===== src/design/timed_playlist_slot_finder_top_defines.svh =====
// Assertion macros for the timed playlist slot finder.
// Expects signals named clk and rst in the module that uses them.
`ifndef TIMED_PLAYLIST_SLOT_FINDER_TOP_DEFINES_SVH
`define TIMED_PLAYLIST_SLOT_FINDER_TOP_DEFINES_SVH

// Same-cycle implication, disabled during reset.
`define TPS_ASSERT_IMP(name, ante, cons) \
  name: assert property (@(posedge clk) disable iff (rst) (ante) |-> (cons)) \
    else $error("tps: same-cycle check failed");

// Next-cycle implication, disabled during reset.
`define TPS_ASSERT_NXT(name, ante, cons) \
  name: assert property (@(posedge clk) disable iff (rst) (ante) |=> (cons)) \
    else $error("tps: next-cycle check failed");

`endif


===== src/design/tps_pkg.sv =====
// Shared types and constants for the timed playlist slot finder.
// No dependencies; used by every module of the block.
package tps_pkg;

  localparam int MAX_SLOTS_DEF = 256;
  localparam int TIME_W        = 64;
  localparam int DUR_W         = 32;
  localparam int CNT_W         = 9;
  localparam int SUM_W         = CNT_W + DUR_W;
  localparam int OUT_IDX_W     = 8;
  localparam int DIV_CNT_W     = $clog2(TIME_W);
  localparam int CFG_IDX_W     = 2;
  localparam int IN_DATA_W     = 176;
  localparam int OUT_DATA_W    = 48;

  localparam logic [CFG_IDX_W-1:0] CFG_START_TIME = 2'd0;
  localparam logic [CFG_IDX_W-1:0] CFG_ENTRY_CNT  = 2'd1;
  localparam logic [CFG_IDX_W-1:0] CFG_FORGIVING  = 2'd2;

  typedef enum logic [2:0] {
    OP_UPDATE   = 3'd0,
    OP_NEXT     = 3'd1,
    OP_PREV     = 3'd2,
    OP_JUMP     = 3'd3,
    OP_SET_LIVE = 3'd4,
    OP_LOAD     = 3'd5,
    OP_RESTART  = 3'd6
  } op_t;

  typedef enum logic [3:0] {
    ST_IDLE,
    ST_SUM,
    ST_AVG,
    ST_QUO,
    ST_IDX,
    ST_POS,
    ST_WALK,
    ST_JMP,
    ST_MOD,
    ST_FIN
  } state_t;

  typedef struct packed {
    logic              start;
    logic [TIME_W-1:0] dividend;
    logic [SUM_W-1:0]  divisor;
  } div_req_t;

  typedef struct packed {
    logic              busy;
    logic              done;
    logic [TIME_W-1:0] quo;
    logic [SUM_W-1:0]  rem;
  } div_rsp_t;

endpackage


===== src/design/tps_div.sv =====
// Restoring radix-2 divider, one quotient bit per cycle.
// Depends on tps_pkg for the request and response structs.
module tps_div import tps_pkg::*; (
  input  logic     clk,
  input  logic     rst,
  input  div_req_t req,
  output div_rsp_t rsp
);

  logic                 busy;
  logic                 done;
  logic [DIV_CNT_W-1:0] cnt;
  logic [TIME_W-1:0]    quo;
  logic [SUM_W-1:0]     rem;
  logic [SUM_W-1:0]     dsr;
  logic [SUM_W:0]       shifted;
  logic                 fits;

  assign shifted = {rem, quo[TIME_W-1]};
  assign fits    = shifted >= {1'b0, dsr};

  always_ff @(posedge clk) begin
    if (rst) begin
      busy <= 1'b0;
      done <= 1'b0;
    end else begin
      done <= 1'b0;
      if (req.start) begin
        busy <= 1'b1;
      end else if (busy && cnt == DIV_CNT_W'(TIME_W - 1)) begin
        busy <= 1'b0;
        done <= 1'b1;
      end
    end
  end

  always_ff @(posedge clk) begin
    if (req.start) begin
      quo <= req.dividend;
      rem <= '0;
      dsr <= req.divisor;
      cnt <= '0;
    end else if (busy) begin
      rem <= fits ? SUM_W'(shifted - {1'b0, dsr}) : SUM_W'(shifted);
      quo <= {quo[TIME_W-2:0], fits};
      cnt <= cnt + 1'b1;
    end
  end

  assign rsp = '{busy: busy, done: done, quo: quo, rem: rem};

endmodule


===== config.mk =====
export PLATFORM = sky130hd
export DESIGN_NAME = tps_div
export DESIGN_NICKNAME = d
export VERILOG_FILES = /design/src/design/timed_playlist_slot_finder_top_defines.svh /design/src/design/tps_pkg.sv /design/src/design/tps_div.sv
export SDC_FILE = /design/constraint.sdc
export NUM_CORES = 1
export LEC_CHECK = 0
export ABC_AREA = 0
export BUFFER_PORTS_ARGS = -buffer_cell sky130_fd_sc_hd__buf_2
export CAP_MARGIN = 20
export CORE_MARGIN = 2
export CORE_UTILIZATION = 54
export DETAILED_ROUTE_END_ITERATION = 8
export PLACE_DENSITY = 0.85
export SKIP_LAST_GASP = 1
export SLEW_MARGIN = 10
export SYNTH_ARGS = -nofsm -noshare
export SYNTH_HDL_FRONTEND = slang
export SYNTH_SLANG_ARGS = --single-unit

===== constraint.sdc =====
create_clock -name clk -period 3.48 [get_ports clk]
set_input_delay 0.174 -clock clk [delete_from_list [all_inputs] [get_ports clk]]
set_output_delay 0.174 -clock clk [all_outputs]
set_load 0.01 [all_outputs]

# == Word level (Yosys, flattened, before mapping) ==
# Cells that the tools add are included.
# word_totals
out_inout_bits,107
reg_bits,154
elab_cells,20
input_bits,108
# classes
n_eq_ne,1
reduce_logical,4
muxes,6
add_sub_neg,2
order_cmp,1
# ops
cell,n
two-way mux 64 bit,2
>= comparator 42 x 41 -> 1 bit,1
two-way mux 41 bit,1
subtractor 41 bit,1
adder 6 x 1 -> 6 bit (second input constant),1
== test 6 bit (second input constant),1
nonzero test 2 bit,2
two-way mux 1 bit,3
OR reduction 2 bit,1
logical AND 1 bit,1

# == Longest topological paths before layout ==
# depth
word_depth,4
ltp_mapped,15
ltp_nobuf,13

# == Worst setup path before layout ==
# OpenSTA, ideal clock, no wires.
# synth_path
kind,flip-flop to flip-flop
startpoint,register quo[63]
endpoint,"register quo[0], data pin"
arrival_ns,2.789
required_ns,3.208
path_stages_with_launch,15
setup_slack_ns,0.418
setup_ns,0.272
path_cell_list,edfxtp_1 > inv_1 > ha_1 > inv_1 > fa_1 > a21oi_1 > o22ai_1 > nor3_1 > o32ai_2 > a21oi_2 > o21ai_2 > a21oi_1 > buf_6 > clkbuf_1 > mux2i_1
# synth_between
elab_chain_len,3
# synth_lines
element,line,text
start: declaration,tps_div.sv:13,logic [TIME_W-1:0] quo;
start signal: assignment,tps_div.sv:39,quo <= req.dividend;
start signal: assignment,tps_div.sv:45,"quo <= {quo[TIME_W-2:0], fits};"
>= comparator 42 x 41 -> 1 bit,tps_div.sv:20,"assign fits = shifted >= {1'b0, dsr};"
two-way mux 64 bit,tps_div.sv:43,end else if (busy) begin
two-way mux 64 bit,tps_div.sv:38,if (req.start) begin
# No other way between the ends. The select of a mux whose other input is x is not followed.
# A chain may end at the register's enable or synchronous reset.

# == Worst setup path in the final report ==
# layout_path
startpoint,register dsr[1]
endpoint,register rem[35]
# layout_between
elab_chain_len,2
word_cells_on_any_way,3
classes_between,add/sub: 1; order compare: 1; mux: 1
# layout_lines
element,line,text
start: declaration,tps_div.sv:15,logic [SUM_W-1:0] dsr;
start signal: assignment,tps_div.sv:41,dsr <= req.divisor;
subtractor 41 bit or >= comparator 42 x 41 -> 1 bit (tied branches),"tps_div.sv:44, tps_div.sv:20",
two-way mux 41 bit (*),tps_div.sv:44,"rem <= fits ? SUM_W'(shifted - {1'b0, dsr}) : SUM_W'(shifted);"
end signal: assignment,tps_div.sv:44,
end: declaration,tps_div.sv:14,logic [SUM_W-1:0] rem;
# Every way passes the cells marked *; elsewhere a longest branch is shown, timed or not.

==> results.sh <==
export IMPL_drtIter0Drc=497
export IMPL_syn_num_nets=924
export IMPL_setup_viol=0
export IMPL_wl_met3_um=1473
export IMPL_numCtsBuffers=17
export IMPL_dp_cells=1169
export IMPL_area_growth_pct=27.03
export IMPL_min_delay_path_depth=2
export IMPL_drive_above_1_share_pct=32.53
export IMPL_gp_congestion=0.9269
export IMPL_clkSinkCount=154
export IMPL_wl_met1_um=8948
export IMPL_antenna_found_initial=0
export IMPL_final_cell_mix="buf_2 (213), edfxtp_1 (105), mux2_2 (63)"
export IMPL_rsz0062_at_grt="no"
export IMPL_critPathRequiredTime_ns=3.80
export IMPL_cp_arrival_ns=3.48
export IMPL_ys_flop_type="edfxtp_1"
export IMPL_htreeDepth=4
export IMPL_path_cells="inv_1, ha_1, nor2b_1, o2111a_1, o2111a_1, o211ai_1, a2111oi_0, buf_4, or3_1, a31oi_1, xor2_1, o21ai_0"
export IMPL_finClkSkew_ns=0.01221
export IMPL_grt_pass1_vias=7027
export IMPL_crit_type="flop to flop"
export IMPL_outcome="finished clean"
export IMPL_synth_seq_cells=154
export IMPL_fin_crit_ns=3.159
export IMPL_initial_core_util_pct=55.61
export IMPL_final_fill_count=1120
export IMPL_drv_cap=0
export IMPL_hold_violations=0
export IMPL_clockBufferDepth=2
export IMPL_clock_latency_ns=0.44
export IMPL_start_kind="flop"
export IMPL_crit_path_max_fanout=3
export IMPL_die_x_um=129.4
export IMPL_whs_ns=0.03094
export IMPL_avgSynthCellArea_um2=10.98
export IMPL_worst_path_buf_inv=2
export IMPL_wl_um=22220
export IMPL_yosysWarnings=0
export IMPL_vdd_drop_max_uv=378.7
export IMPL_final_common_cell="buf_2"
export IMPL_final_cells=1244
export IMPL_nets=1171
export IMPL_power_per_cell_area_mw_per_mm2=495.2
export IMPL_synth_cell_types=67
export IMPL_first_pass_iters=4
export IMPL_r2r_worst_path_cells=12
export IMPL_multi_input_area_mm2=0.003983
export IMPL_tightest_slew_ns=1.038
export IMPL_antenna_cells=0
export IMPL_grt_ovfl_total=0
export IMPL_dr_wl_met2_um=11230
export IMPL_grt_pass1_wl_um=34240
export IMPL_cp_depth=12
export IMPL_finalSetupTns_ns=0
export IMPL_max_slew_margin_rel_pct=30.55
export IMPL_ant_nets=0
export IMPL_crit_path_end_kind="flop"
export IMPL_grt_max_degree=59
export IMPL_crit_path_top_delay_cell="or3_1"
export IMPL_critPathMaxStageDelay_ns=0.42
export IMPL_port_buffers=214
export IMPL_track_usage_pct=26.46
export IMPL_leakage_nw=4.843
export IMPL_root_buffer="clkbuf_16"
export IMPL_drc=0
export IMPL_dp_final_hpwl_um=15370
export IMPL_cp_top_family="compound AO/OA/AOI/OAI gates"
export IMPL_clock_fmax_mhz=316.6
export IMPL_die_h_um=129.4
export IMPL_boundaryPins=215
export IMPL_dr_max_layer_used="met4"
export IMPL_wire_per_inst_um=17.86
export IMPL_vias=7002
export IMPL_hold_class="input port to flop"
export IMPL_synth_area_mm2=0.008486
export IMPL_clk_pin_slew_ns=0.07
export IMPL_cts_tree="done"
export IMPL_async_reset_ff_share_pct=0
export IMPL_synth_edf_count=105
export IMPL_drv_slew=0
export IMPL_core_area_mm2=0.01526
export IMPL_viasPerCell=5.629
export IMPL_period_share_pct=90.77
export IMPL_synth_seq_area_share_pct=48.72
export IMPL_regArea_mm2=0.004135
export IMPL_worst_path_most_repeated_cell="o2111a_1"
export IMPL_rows=45
export IMPL_synthCells=773
export IMPL_die_area_mm2=0.01673
worst register-to-register path: cells and delay by family, from the launching register on:
family          cells  cell delay [ns]
simple gates        2             0.58
compound gates      6             1.34
xor+xnor            1             0.19
flops               1             0.37
buf+inv             2             0.30
fa+ha+maj           1             0.27
path summary, 6_finish.rpt:
| kind | from | to | slack, ns |
|---|---|---|---|
| hold reg to reg | cnt[5] | cnt[5] | 0.50 |
| setup / recovery | dsr[1] | rem[35] | 0.32 |
| setup reg to reg | dsr[1] | rem[35] | 0.32 |
| hold / removal | req[74] | quo[33] | 0.03 |
logic make-up (layout without fill, tap and decap cells):
kind of cell | after synthesis | count (layout) | share of synthesized area (%)
AOI/OAI and AO/OA | 177 | 177 | 14.52
xor gates and xnor gates | 41 | 41 | 4.232
adders and majority gates | 43 | 43 | 6.429
buffers and inverters | 93 | 353 | 4.541
DFF | 154 | 154 | 48.72
muxes | 91 | 91 | 11.66
and+or+nand+nor | 174 | 174 | 9.894
per-stage QoR:
| step | power [mW] | area, um^2 | utilization (%) | setup slack [ns] |
|---|---|---|---|---|
| 5_1_grt | 5.532 | 10780 | 70.64 | 0.08507 |
| 4_1_cts | 5.325 | 10760 | 70.54 | 0.1336 |
| 2_1_floorplan | 3.007 | 8486 | - | 0.4184 |
| 6_report | 5.338 | 10780 | 70.64 | 0.3212 |
| 3_5_place_dp | 3.371 | 9741 | 63.84 | 0.1765 |
| 3_3_place_gp | 3.343 | 9741 | 63.84 | 0.2666 |
registers in the layout (all words and copies together), names as in the netlist:
register and count:
cnt 6, done 1, dsr 41, rem 41, busy 1, quo 64
metal layers:
layer	vias up	GRT usage [%]
met5	-	0
met4	0	9.783
met3	45	8.010
met2	261	46.13
met1	3334	30.84
li1	3362	-
report_power, final:
part           internal [mW]  leakage, nW  switching [mW]
Combinational          0.516         3.10           0.644
Clock                   1.09        0.294           0.850
Sequential              2.14         1.45           0.102
Total                   3.74         4.84            1.60
cell usage after synthesis, types with 6 or more instances:
master,n,share of area [%]
edfxtp_1,105,37
nand4_1,9,0.66
o31ai_1,9,0.80
clkbuf_1,27,1.2
nor3_1,8,0.47
nor2b_1,10,0.74
nor2_1,56,2.5
a21oi_1,41,2.4
nand3_1,12,0.71
xor2_1,17,1.8
a211oi_1,26,2.3
ha_1,42,6.2
and3_1,8,0.59
nand2b_1,7,0.52
dfxtp_1,49,12
a31oi_1,6,0.44
o21ai_0,26,1.5
mux2_2,63,8.4
xnor2_1,24,2.5
mux2i_1,28,3.3
inv_1,54,2.4
nand2_1,43,1.9
a21o_1,17,1.5
a32oi_1,7,0.72
final cells by class:
| class | count | area share [%] |
|---|---|---|
| repair buffers | 267 | 14.78 |
| clock inverters | 15 | 1.637 |
| inverters | 54 | 1.880 |
| clock buffers | 17 | 3.947 |
| multi-input cells | 526 | 36.95 |
| flip-flops and latches | 154 | 38.36 |
| well taps | 211 | 2.449 |
timing repair:
item                                    4_1_cts  5_1_grt
endpoints found under the setup margin        0       27
gates resized for setup                       0        2
hold buffers                                 42        0
hold endpoints to repair                     43        0
setup buffers                                 0        1
(Power assumes the default switching activity.)
